## src/rtl/core/lac_pkg.sv

```systemverilog
// Shared constants, codes and controller/datapath handshake types
// for the Life change-scan block. No dependencies.
`default_nettype none

package lac_pkg;

  // Default grid bounds handed to the top-level parameters
  localparam int DEF_MAX_ROWS = 64;
  localparam int DEF_MAX_COLS = 64;

  // Fixed field widths
  localparam int CFG_W      = 7;
  localparam int CFG_ADDR_W = 3;
  localparam int APB_DATA_W = 32;
  localparam int POS_OUT_W  = 6;
  localparam int GEN_W      = 16;

  localparam logic [CFG_W-1:0] CFG_DIM_RESET = 7'd64;
  localparam logic [GEN_W-1:0] GEN_RESET     = 16'd1;
  localparam logic [GEN_W-1:0] GEN_MAX       = 16'hFFFF;

  // Item function codes
  localparam logic FUNC_LOAD = 1'b0;
  localparam logic FUNC_SCAN = 1'b1;

  // Register index, taken from paddr[2]
  localparam logic REG_ROWS = 1'b0;
  localparam logic REG_COLS = 1'b1;

  // Row fetched from the current grid
  typedef enum logic [1:0] {
    RD_ABOVE,
    RD_CENTER,
    RD_BELOW
  } rd_sel_e;

  // Neighbor count phase
  typedef enum logic [1:0] {
    ACC_NONE,
    ACC_TOP,
    ACC_MID,
    ACC_FINAL
  } acc_e;

  typedef struct packed {
    logic    capture;
    logic    div_start;
    logic    load_write;
    logic    clear_write;
    logic    commit_write;
    logic    push;
    rd_sel_e rd_sel;
    acc_e    acc;
  } cmd_t;

  typedef struct packed {
    logic load_full;
    logic map_stale;
    logic div_done;
    logic scan_last;
    logic out_free;
    logic clear_last;
    logic commit_last;
  } stat_t;

endpackage

`default_nettype wire

```

## src/rtl/core/lac_cfg.sv

```systemverilog
// APB register file for rows/cols in use, with clamping to the grid bounds.
// Depends on lac_pkg.
`default_nettype none

module lac_cfg
  import lac_pkg::*;
#(
  parameter int MAX_ROWS = DEF_MAX_ROWS,
  parameter int MAX_COLS = DEF_MAX_COLS,
  localparam int RDW = $clog2(MAX_ROWS + 1),
  localparam int CDW = $clog2(MAX_COLS + 1)
) (
  input  wire logic                  clk_i,
  input  wire logic                  rst_ni,
  input  wire logic                  psel,
  input  wire logic                  penable,
  input  wire logic                  pwrite,
  input  wire logic [CFG_ADDR_W-1:0] paddr,
  input  wire logic [APB_DATA_W-1:0] pwdata,
  output logic      [APB_DATA_W-1:0] prdata,
  output logic                       pready,
  output logic      [RDW-1:0]        nr_o,
  output logic      [CDW-1:0]        nc_o
);

  logic [CFG_W-1:0] rows_q, rows_d;
  logic [CFG_W-1:0] cols_q, cols_d;
  logic             wr_en;

  assign pready = 1'b1;
  assign wr_en  = psel && penable && pwrite;

  // Register write decode
  always_comb begin
    rows_d = rows_q;
    cols_d = cols_q;
    if (wr_en) begin
      unique case (paddr[2])
        REG_ROWS: rows_d = pwdata[CFG_W-1:0];
        REG_COLS: cols_d = pwdata[CFG_W-1:0];
        default: ;
      endcase
    end
  end

  always_ff @(posedge clk_i or negedge rst_ni) begin
    if (!rst_ni) begin
      rows_q <= CFG_DIM_RESET;
      cols_q <= CFG_DIM_RESET;
    end else begin
      rows_q <= rows_d;
      cols_q <= cols_d;
    end
  end

  // Read mux
  always_comb begin
    prdata = '0;
    unique case (paddr[2])
      REG_ROWS: prdata = APB_DATA_W'(rows_q);
      REG_COLS: prdata = APB_DATA_W'(cols_q);
      default:  prdata = '0;
    endcase
  end

  // Zero counts as one, anything above the bound as the bound
  always_comb begin
    if (rows_q == '0)                    nr_o = RDW'(1);
    else if (32'(rows_q) > 32'(MAX_ROWS)) nr_o = RDW'(MAX_ROWS);
    else                                 nr_o = RDW'(rows_q);
    if (cols_q == '0)                    nc_o = CDW'(1);
    else if (32'(cols_q) > 32'(MAX_COLS)) nc_o = CDW'(MAX_COLS);
    else                                 nc_o = CDW'(cols_q);
  end

endmodule

`default_nettype wire

```

## config.mk

```make
export PLATFORM = sky130hd
export DESIGN_NAME = lac_cfg
export DESIGN_NICKNAME = d
export VERILOG_FILES = /design/src/rtl/core/lac_pkg.sv /design/src/rtl/core/lac_cfg.sv
export SDC_FILE = /design/constraint.sdc
export NUM_CORES = 1
export LEC_CHECK = 0
export BUFFER_PORTS_ARGS = -buffer_cell sky130_fd_sc_hd__buf_4
export CORE_ASPECT_RATIO = 0.5
export CORE_MARGIN = 5
export CORE_UTILIZATION = 35
export CTS_BUF_LIST = sky130_fd_sc_hd__clkbuf_4
export CTS_CLUSTER_SIZE = 8
export DETAILED_ROUTE_END_ITERATION = 7
export HOLD_SLACK_MARGIN = 0.15
export PLACE_DENSITY = 0.76
export SETUP_SLACK_MARGIN = 0.3
export SYNTH_ARGS = -nofsm -noshare
export SYNTH_HDL_FRONTEND = slang
export SYNTH_SLANG_ARGS = --single-unit
```

## constraint.sdc

```tcl
create_clock -name clk_i -period 2.75 [get_ports clk_i]
set_input_delay 0.275 -clock clk_i [delete_from_list [all_inputs] [get_ports clk_i]]
set_output_delay 0.275 -clock clk_i [all_outputs]
set_load 0.01 [all_outputs]
```

==> results by group <==
Power and ir drop
  – Worst VDD drop: 0.3149 mV
  – Leak: 0.5790 nW
  – Power Dens Cells: 632.8 mW/mm2

Place
  – RePlAce Congestion: 0.7183
  – HPWL Detailed: 1514 um
  – Post-placement cell count: 149
  – PortBufs: 33

Routing
  – ANT nets after route: 0
  – Final wirelength: 1892 um
  – Drt via density: 4.214
  – DRT Pass-1 Iters: 4
  – Total number of vias: 649
  – Drt initial violations: 12
  – Number of remaining DRC errors: 0
  – Avg WL per Cell: 12.29 um

Min path
  – Hold Path Sink: rows_q[5]$_DFFE_PN0P_
  – WHS Path Cells: 2
  – Hold Crit Class: primary input to flop
  – Hold Path Origin: pwdata[5]

Worst setup path
  – Crit Path Class: flop to output pin
  – CP Cell Sequence: or3_1 -> o41ai_1 -> buf_4
  – Worst reg2reg startpoint: cols_q[6]$_DFFE_PN1P_
  – CP required: 2.48 ns
  – Max incr delay on CP: 0.41 ns
  – Max FO, Critical Path: 4
  – Buffer and inverter count on the worst path: 1
  – CP max-delay cell: dfrtp_1
  – Setup crit start kind: flop
  – Reg-to-reg endpoint: cols_q[6]$_DFFE_PN1P_
  – FF-to-FF setup slack: 1.88 ns
  – Top delay family on crit path: flip-flops
  – CP endpoint kind: output pin
  – Critical path arrival: 1.56 ns
  – Reg2reg path depth: 1

Layout
  – FILL cells: 237
  – Final net count: 158
  – Antenna diode instance count: 0
  – Fin cells: 154
  – Register Area: 352.8 um2
  – Layout cell share with drive strength beyond 1: 0.5214
  – Multi-input gate area: 475.5 um2
  – Area Growth Syn to Fin: 21.68%

Global route
  – Gr ovfl total: 0
  – Vias in the first global route: 609
  – Largest net degree at the start of global routing: 15
  – First-pass GRT wire length: 2932 um
  – Initial antenna violation count: 0
  – Global-route usage over all layers: 0.09800

Logic synthesis
  – Most common flop cell mapped by yosys: dfrtp_1
  – Sequential area share after synthesis: 0.3706
  – Syn Area/Cell: 11.34 um2
  – Synthesized instance count: 84
  – Synth top area cells: dfrtp_1 32%, mux2_2 25%, buf_4 20%, nor2b_1 6.6%, dfstp_2 5.5%
  – Top-count cell post-synth: buf_4
  – Top post-synthesis cells by count: 26 x buf_4, 21 x mux2_2, 12 x dfrtp_1
  – Synth Register Bits: 14
  – Ys async rst share: 1.000
  – Cell taking the most area after synthesis: dfrtp_1
  – Synth cell types: 13
  – Cell Area, Synth: 952.2 um2
  – Synth Warn #: 0
  – Top cell type's share of synthesized area: 0.3154
  – EDFF count, synth: 0

CTS
  – Clock tree buffer depth: 2
  – CTS resizes: 0
  – H-Tree Depth: 1
  – Clk_lat worst skew: 0.28 ns
  – TritonCTS clock tree: yes
  – Clock sinks: 14
  – CTS Buf Count: 3
  – Clock edge transition at the registers on the reported setup and hold paths: 0.08 ns
  – Root Buffer: clkbuf_4

Die
  – Chip width: 83.76 um
  – I/O pin count: 87
  – DIE AREA: 0.003927 mm2
  – Die Y: 46.88 um
  – Cell Rows: 13
  – Core ar.: 0.002603 mm2
  – Starting density of the core: 0.3659

STA
  – Max-slew violation count: 0
  – Final min period: 1.830 ns
  – Final setup TNS: 0 ns
  – Hold Fails Final Rpt: 0
  – Setup repair after global routing missed its margin: false
  – Setup Skew: 0 ns
  – Tcrit/Tclk final: 0.6656
  – FMAX: 546.4 MHz
  – Final setup viols: 0

Outcome
  – Status: finished clean

Job
  – Max Cap Viol: 0
-- per-layer routing --
metal  vias up  track usage  part of all wire
li1        299            -                 -
met1       315       0.1045              0.36
met2        31       0.1833              0.53
met3         4      0.02977             0.085
met4         0      0.05769             0.019
met5         -            0                 0
-- area by class of cell --
class                      instances  area share
multi-input combinational         65      0.4104
sequential                        14      0.3045
timing repair buffer              34      0.2225
tap                               37     0.03996
clock buffer                       3     0.01944
clock inverter                     1    0.003240
-- what timing repair did --
| action | in CTS | in global routing |
|---|---|---|
| hold buffers | 1 | 0 |
| buffers inserted | 0 | 0 |
| hold endpoints to repair | 14 | 0 |
-- where the power goes --
| group | switching (W) | total [W] | internal (W) |
|---|---|---|---|
| clock | 0.0000663 | 0.000119 | 0.0000527 |
| combinational | 0.000126 | 0.000303 | 0.000177 |
| sequential | 0.0000543 | 0.000311 | 0.000257 |
-- worst max path at each step --
stage                     startpoint       to  cells past startpoint
6_report       rows_q[5]$_DFFE_PN0P_  nr_o[0]                      3
5_1_grt        rows_q[5]$_DFFE_PN0P_  nr_o[0]                      3
4_1_cts        rows_q[5]$_DFFE_PN0P_  nr_o[0]                      3
3_5_place_dp   rows_q[5]$_DFFE_PN0P_  nr_o[0]                      3
3_3_place_gp   rows_q[5]$_DFFE_PN0P_  nr_o[0]                      3
2_1_floorplan  rows_q[5]$_DFFE_PN0P_  nr_o[0]                      2
-- cell families after synthesis --
group                  Yosys count  share of synthesized area
buffers and inverters           29                     0.2247
flip-flops                      14                     0.3706
other                            2                   0.007887
AND/OR/NAND/NOR                 16                     0.1301
multiplexers                    21                     0.2484
AO/OA/AOI/OAI                    2                    0.01840
-- flip-flops by register name, summed over array words and instances, names as in the netlist --
name / cells
rows_q: 7
cols_q: 7
-- cell usage in the layout (no fill, tap or decap), drive strengths merged --
master       count
buf             33
conb            26
mux2            21
dfrtp           12
nor2b           10
clkbuf           3
or3              2
nand2b           2
o41ai            2
dfstp            2
nand4            1
nand4b           1
clkinv           1
dlygate4sd3      1
-- through the flow --
stage	hold slack, ns	power [W]	area, um2	utilization	setup slack (ns)
detailed placement	0.1335	0.0006205	1122	0.4313	1.240
global route	0.2220	0.0007783	1159	0.4452	0.8773
floorplan	-0.02059	0.0004912	1042	-	1.309
finish	0.2266	0.0007332	1159	0.4452	0.9197
global placement	0.1296	0.0006129	1122	0.4313	1.229
CTS	0.2234	0.0007395	1159	0.4452	0.9182
Power figures use the tool's default switching activity.
