--- config.mk ---
export PLATFORM = sky130hd
export DESIGN_NAME = lac_ctrl
export DESIGN_NICKNAME = d
export VERILOG_FILES = /design/src/rtl/core/lac_pkg.sv /design/src/rtl/core/lac_ctrl.sv
export SDC_FILE = /design/constraint.sdc
export NUM_CORES = 1
export LEC_CHECK = 0
export BUFFER_PORTS_ARGS = -buffer_cell sky130_fd_sc_hd__buf_2
export CORE_AREA = 2 2 39 41
export DETAILED_ROUTE_END_ITERATION = 7
export DIE_AREA = 0 0 41 43
export PLACE_DENSITY_LB_ADDON = 0.3
export SKIP_CTS_REPAIR_TIMING = 1
export SLEW_MARGIN = 20
export SYNTH_ARGS = -nofsm -noshare
export SYNTH_HDL_FRONTEND = slang
export SYNTH_SLANG_ARGS = --single-unit
--- constraint.sdc ---
create_clock -name clk_i -period 1.9 [get_ports clk_i]
set_input_delay 0.19 -clock clk_i [delete_from_list [all_inputs] [get_ports clk_i]]
set_output_delay 0.19 -clock clk_i [all_outputs]
set_load 0.005 [all_outputs]
--- src/rtl/core/lac_pkg.sv ---
// Shared constants, codes and controller/datapath handshake types
// for the Life change-scan block. No dependencies.
`default_nettype none

package lac_pkg;

  // Default grid bounds handed to the top-level parameters
  localparam int DEF_MAX_ROWS = 64;
  localparam int DEF_MAX_COLS = 64;

  // Fixed field widths
  localparam int CFG_W      = 7;
  localparam int CFG_ADDR_W = 3;
  localparam int APB_DATA_W = 32;
  localparam int POS_OUT_W  = 6;
  localparam int GEN_W      = 16;

  localparam logic [CFG_W-1:0] CFG_DIM_RESET = 7'd64;
  localparam logic [GEN_W-1:0] GEN_RESET     = 16'd1;
  localparam logic [GEN_W-1:0] GEN_MAX       = 16'hFFFF;

  // Item function codes
  localparam logic FUNC_LOAD = 1'b0;
  localparam logic FUNC_SCAN = 1'b1;

  // Register index, taken from paddr[2]
  localparam logic REG_ROWS = 1'b0;
  localparam logic REG_COLS = 1'b1;

  // Row fetched from the current grid
  typedef enum logic [1:0] {
    RD_ABOVE,
    RD_CENTER,
    RD_BELOW
  } rd_sel_e;

  // Neighbor count phase
  typedef enum logic [1:0] {
    ACC_NONE,
    ACC_TOP,
    ACC_MID,
    ACC_FINAL
  } acc_e;

  typedef struct packed {
    logic    capture;
    logic    div_start;
    logic    load_write;
    logic    clear_write;
    logic    commit_write;
    logic    push;
    rd_sel_e rd_sel;
    acc_e    acc;
  } cmd_t;

  typedef struct packed {
    logic load_full;
    logic map_stale;
    logic div_done;
    logic scan_last;
    logic out_free;
    logic clear_last;
    logic commit_last;
  } stat_t;

endpackage

`default_nettype wire

--- src/rtl/core/lac_ctrl.sv ---
// Sequencer for clearing, loads, neighbor scans and the generation commit.
// Drives the datapath through cmd_t, watches stat_t. Depends on lac_pkg.
`default_nettype none

module lac_ctrl
  import lac_pkg::*;
(
  input  wire logic  clk_i,
  input  wire logic  rst_ni,
  input  wire logic  in_valid_i,
  input  wire logic  in_func_i,
  output logic       in_ready_o,
  input  wire stat_t stat_i,
  output cmd_t       cmd_o
);

  typedef enum logic [3:0] {
    ST_CLEAR,
    ST_IDLE,
    ST_LOAD,
    ST_LD_DIV,
    ST_LD_WR,
    ST_RD_ABOVE,
    ST_RD_CENTER,
    ST_RD_BELOW,
    ST_ACC,
    ST_DELIVER,
    ST_CM_RD,
    ST_CM_WR
  } state_e;

  state_e state_q, state_d;
  logic   last_q, last_d;

  // Next state and commands
  always_comb begin
    state_d        = state_q;
    last_d         = last_q;
    in_ready_o     = (state_q == ST_IDLE);
    cmd_o          = '0;
    cmd_o.rd_sel   = RD_CENTER;
    cmd_o.acc      = ACC_NONE;
    unique case (state_q)
      ST_CLEAR: begin
        cmd_o.clear_write = 1'b1;
        if (stat_i.clear_last) state_d = ST_IDLE;
      end
      ST_IDLE: begin
        if (in_valid_i) begin
          cmd_o.capture = 1'b1;
          state_d = (in_func_i == FUNC_LOAD) ? ST_LOAD : ST_RD_ABOVE;
        end
      end
      ST_LOAD: begin
        if (!stat_i.load_full && stat_i.map_stale) begin
          cmd_o.div_start = 1'b1;
          state_d = ST_LD_DIV;
        end else begin
          cmd_o.load_write = 1'b1;
          last_d  = 1'b0;
          state_d = ST_DELIVER;
        end
      end
      ST_LD_DIV: begin
        if (stat_i.div_done) state_d = ST_LD_WR;
      end
      ST_LD_WR: begin
        cmd_o.load_write = 1'b1;
        last_d  = 1'b0;
        state_d = ST_DELIVER;
      end
      ST_RD_ABOVE: begin
        cmd_o.rd_sel = RD_ABOVE;
        state_d = ST_RD_CENTER;
      end
      ST_RD_CENTER: begin
        cmd_o.rd_sel = RD_CENTER;
        cmd_o.acc    = ACC_TOP;
        state_d = ST_RD_BELOW;
      end
      ST_RD_BELOW: begin
        cmd_o.rd_sel = RD_BELOW;
        cmd_o.acc    = ACC_MID;
        state_d = ST_ACC;
      end
      ST_ACC: begin
        cmd_o.acc = ACC_FINAL;
        last_d  = stat_i.scan_last;
        state_d = ST_DELIVER;
      end
      ST_DELIVER: begin
        if (stat_i.out_free) begin
          cmd_o.push = 1'b1;
          state_d = last_q ? ST_CM_RD : ST_IDLE;
        end
      end
      ST_CM_RD: begin
        state_d = ST_CM_WR;
      end
      ST_CM_WR: begin
        cmd_o.commit_write = 1'b1;
        state_d = stat_i.commit_last ? ST_IDLE : ST_CM_RD;
      end
      default: state_d = ST_IDLE;
    endcase
  end

  always_ff @(posedge clk_i or negedge rst_ni) begin
    if (!rst_ni) begin
      state_q <= ST_CLEAR;
      last_q  <= 1'b0;
    end else begin
      state_q <= state_d;
      last_q  <= last_d;
    end
  end

endmodule

`default_nettype wire

==> results.py <==
metrics = {
    "clock_tree": {
        "cts.clk_slew.worst_paths_ns": 0.05,
        "cts_htree_levels": 1,
        "insertion_delay_ns": 0.25,
        "clockBufferDepth": 2,
        "cts_tree": "built",
        "clock-sinks": 5,
        "ctsRootBufferMaster": "clkbuf_4",
        "cts_made_buffers": 3,
    },
    "global_routing": {
        "grt.overflow.total": 0,
        "grt_pass1_wl_um": 2280,
        "antenna_found_initial": 0,
        "grt_max_degree": 18,
        "first_global_vias": 539,
        "grt_usage_pct": 18.8,
    },
    "pwr": {
        "pwr-share-seq_pct": 29.2,
        "share_comb_of_total_power_pct": 59.2,
        "power_switching_uw": 553,
        "p_int_uw": 573,
        "p_sw_share_pct": 49.1,
        "ir_worst_vdd_v": 0.000750,
        "p_clk_share_pct": 11.6,
        "leakage_nw": 0.327,
        "power_density_nw_per_um2": 1680,
    },
    "synth": {
        "yosys.area.top_type": "dfrtp_1",
        "synthArstFlopShare_pct": 100,
        "syn_area_um2": 551,
        "synth_top_area_share_pct": 22.7,
        "synth_ff_type": "dfrtp_1",
        "synth-seq-cells": 5,
        "synthDistinctLibCells": 34,
        "yosys-top-cells-area": "dfrtp_1 23%, nor2b_1 6.8%, buf_6 6.1%",
        "syn_nets": 82,
        "synth_warnings": 0,
        "synth_edf_count": 0,
        "syn_inst": 71,
        "postSynthAreaPerCell_um2": 7.75,
        "ys_seq_area_share_pct": 22.7,
    },
    "detailed_routing": {
        "route.detailed.drc": 0,
        "dr.first_iter.drc_count": 11,
        "wirelength_um": 1390,
        "via_count": 603,
        "dr.pass1.iters": 4,
        "via_per_inst": 5.58,
        "drtAntennaViolNets": 0,
        "post_drt_wl_per_cell_um": 12.8,
    },
    "sta": {
        "setup_viol": 0,
        "timing.fmax_mhz": 561,
        "rsz0062_at_grt": "no",
        "min_period_ns": 1.78,
        "hold_ws_ns": 0.166,
        "final_max_slew_viol_count": 0,
        "hold_viol": 0,
        "fin_crit_sh_pct": 93.9,
        "skew_ns": 0.0119,
        "slew_headroom_pct": 63.4,
        "worst_pin_slew_ns": 0.535,
        "tns_ns": 0,
    },
    "hold_path": {
        "whs_path_depth": 2,
        "hold_end": "state_q[0]$_DFFE_PN0P_",
        "min_from": "stat_i[1]",
        "hold_class": "in2reg",
    },
    "floorplan": {
        "rows": 14,
        "die_w_um": 41,
        "initial_core_util_pct": 39.8,
        "die_y_um": 43,
        "die_area_um2": 1760,
        "coreArea_um2": 1380,
        "io_pins": 22,
    },
    "setup_path": {
        "worstPathArrival_ns": 1.59,
        "r2r_start": "state_q[1]$_DFFE_PN0P_",
        "crit_path_top_delay_cell": "dfrtp_1",
        "crit_type": "reg2out",
        "ff2ff_path_depth": 4,
        "rr_endpoint": "state_q[3]$_DFFE_PN0P_",
        "path_max_fanout": 13,
        "cp_slowest_stage_delay_ns": 0.52,
        "cp_num_buf_inv": 1,
        "critPathRequiredTime_ns": 1.71,
        "worstPathCellList": "or2_2 > nor4_2 > buf_2",
        "critical_path.top_delay_family": "simple AND/OR/NAND/NOR gates",
        "crit_path_start_kind": "register",
        "rrSetupSlack_ns": 0.18,
        "crit_path_end_kind": "output port",
    },
    "final_layout": {
        "areaGrowthSynthToFinish_pct": 21.8,
        "nFillCells": 136,
        "n_antenna_cell": 0,
        "drive_above_1_share_pct": 33.7,
        "fin_util_pct": 48.5,
        "finalNonFillerCells": 108,
        "final_cell_area_um2": 671,
        "nets": 104,
    },
    "placement": {
        "dpl.hpwl_um": 1040,
        "place_area_um2": 632,
        "io_buffers": 21,
        "gp_congestion": 0.810,
        "dp.cells": 103,
    },
    "flow_run": {
        "cap_violations": 0,
    },
    "status": {
        "status": "finished clean",
    },
}
-- per-layer routing --
layer	wire (um)	track usage [%]	share of wire (%)
met1	600	25.7	43
met2	679	27.8	49
met3	104	9.42	7.5
met4	0	0	0
met5	0	0	0
-- how the worst max path moves through the flow --
stage,startpoint,end,slack (ns),cells after the start
6_report,state_q[2]$_DFFE_PN0P_,cmd_o[8],0.12,3
5_1_grt,state_q[2]$_DFFE_PN0P_,cmd_o[8],0.02,3
4_1_cts,state_q[3]$_DFFE_PN0P_,cmd_o[8],0.06,3
3_5_place_dp,state_q[0]$_DFFE_PN0P_,state_q[0]$_DFFE_PN0P_,0.17,4
3_3_place_gp,state_q[0]$_DFFE_PN0P_,state_q[3]$_DFFE_PN0P_,0.20,4
2_1_floorplan,state_q[0]$_DFFE_PN0P_,state_q[3]$_DFFE_PN0P_,0.45,5
-- layout by cell type (no fill, tap or decap), types with 2 or more instances in the layout --
cell / synthesis / routed
nand2_1: 6 / 6
a21oi_1: 3 / 3
inv_1: 4 / 4
buf_2: 2 / 21
and3_1: 2 / 2
dfrtp_1: 5 / 3
a2bb2oi_1: 2 / 2
or2_2: 2 / 2
nand2b_1: 3 / 3
dfrtp_2: 0 / 2
nor2_1: 8 / 8
nand3_1: 2 / 2
clkbuf_4: 0 / 3
nor3_1: 3 / 3
nor2b_1: 6 / 6
-- cell type report --
cell class              instances  area [um2]  share of cell area, %
flip-flops and latches          5         128                   19.0
repair buffers                 22         115                   17.2
multi-input cells              57         367                   54.7
inverters                       4        15.0                   2.24
well taps                      16        20.0                   2.99
clock buffers                   4        26.3                   3.92
-- power groups by stage --
stage / logic [mW] / registers (mW) / clock network [mW]
floorplan: 0.668 / 0.192 / 0
global placement: 0.658 / 0.321 / 0
detailed placement: 0.662 / 0.321 / 0
CTS: 0.669 / 0.315 / 0.134
global route: 0.756 / 0.344 / 0.145
finish: 0.666 / 0.329 / 0.131
-- cell usage after synthesis (2+ instances only) --
cell and count:
nand2_1 6, and3_1 2, nor2b_1 6, buf_2 2, inv_1 4, a21oi_1 3
dfrtp_1 5, nand2b_1 3, nor3_1 3, or2_2 2, nand3_1 2, a2bb2oi_1 2
nor2_1 8, buf_6 3
-- flip-flops by register name, indices dropped and copies added (netlist names) --
register	flops
last_q	1
state_q	4
-- metrics by stage --
stage          total power, mW  worst slack, ns
5_1_grt                   1.25           0.0155
3_5_place_dp             0.983            0.166
4_1_cts                   1.12           0.0602
3_3_place_gp             0.979            0.204
6_report                  1.13            0.116
2_1_floorplan            0.861            0.453
-- kinds of logic (layout without fill, tap and decap cells) --
| logic type | count (synthesis) | count (layout) | synth area share, % |
|---|---|---|---|
| AND/OR/NAND/NOR | 38 | 38 | 38.4 |
| AO/OA/AOI/OAI | 17 | 17 | 24.8 |
| buffers and inverters | 9 | 30 | 10.7 |
| flip-flops | 5 | 5 | 22.7 |
| XOR/XNOR | 1 | 1 | 1.59 |
| multiplexers | 1 | 1 | 1.82 |
Power figures use the tool's default switching activity.
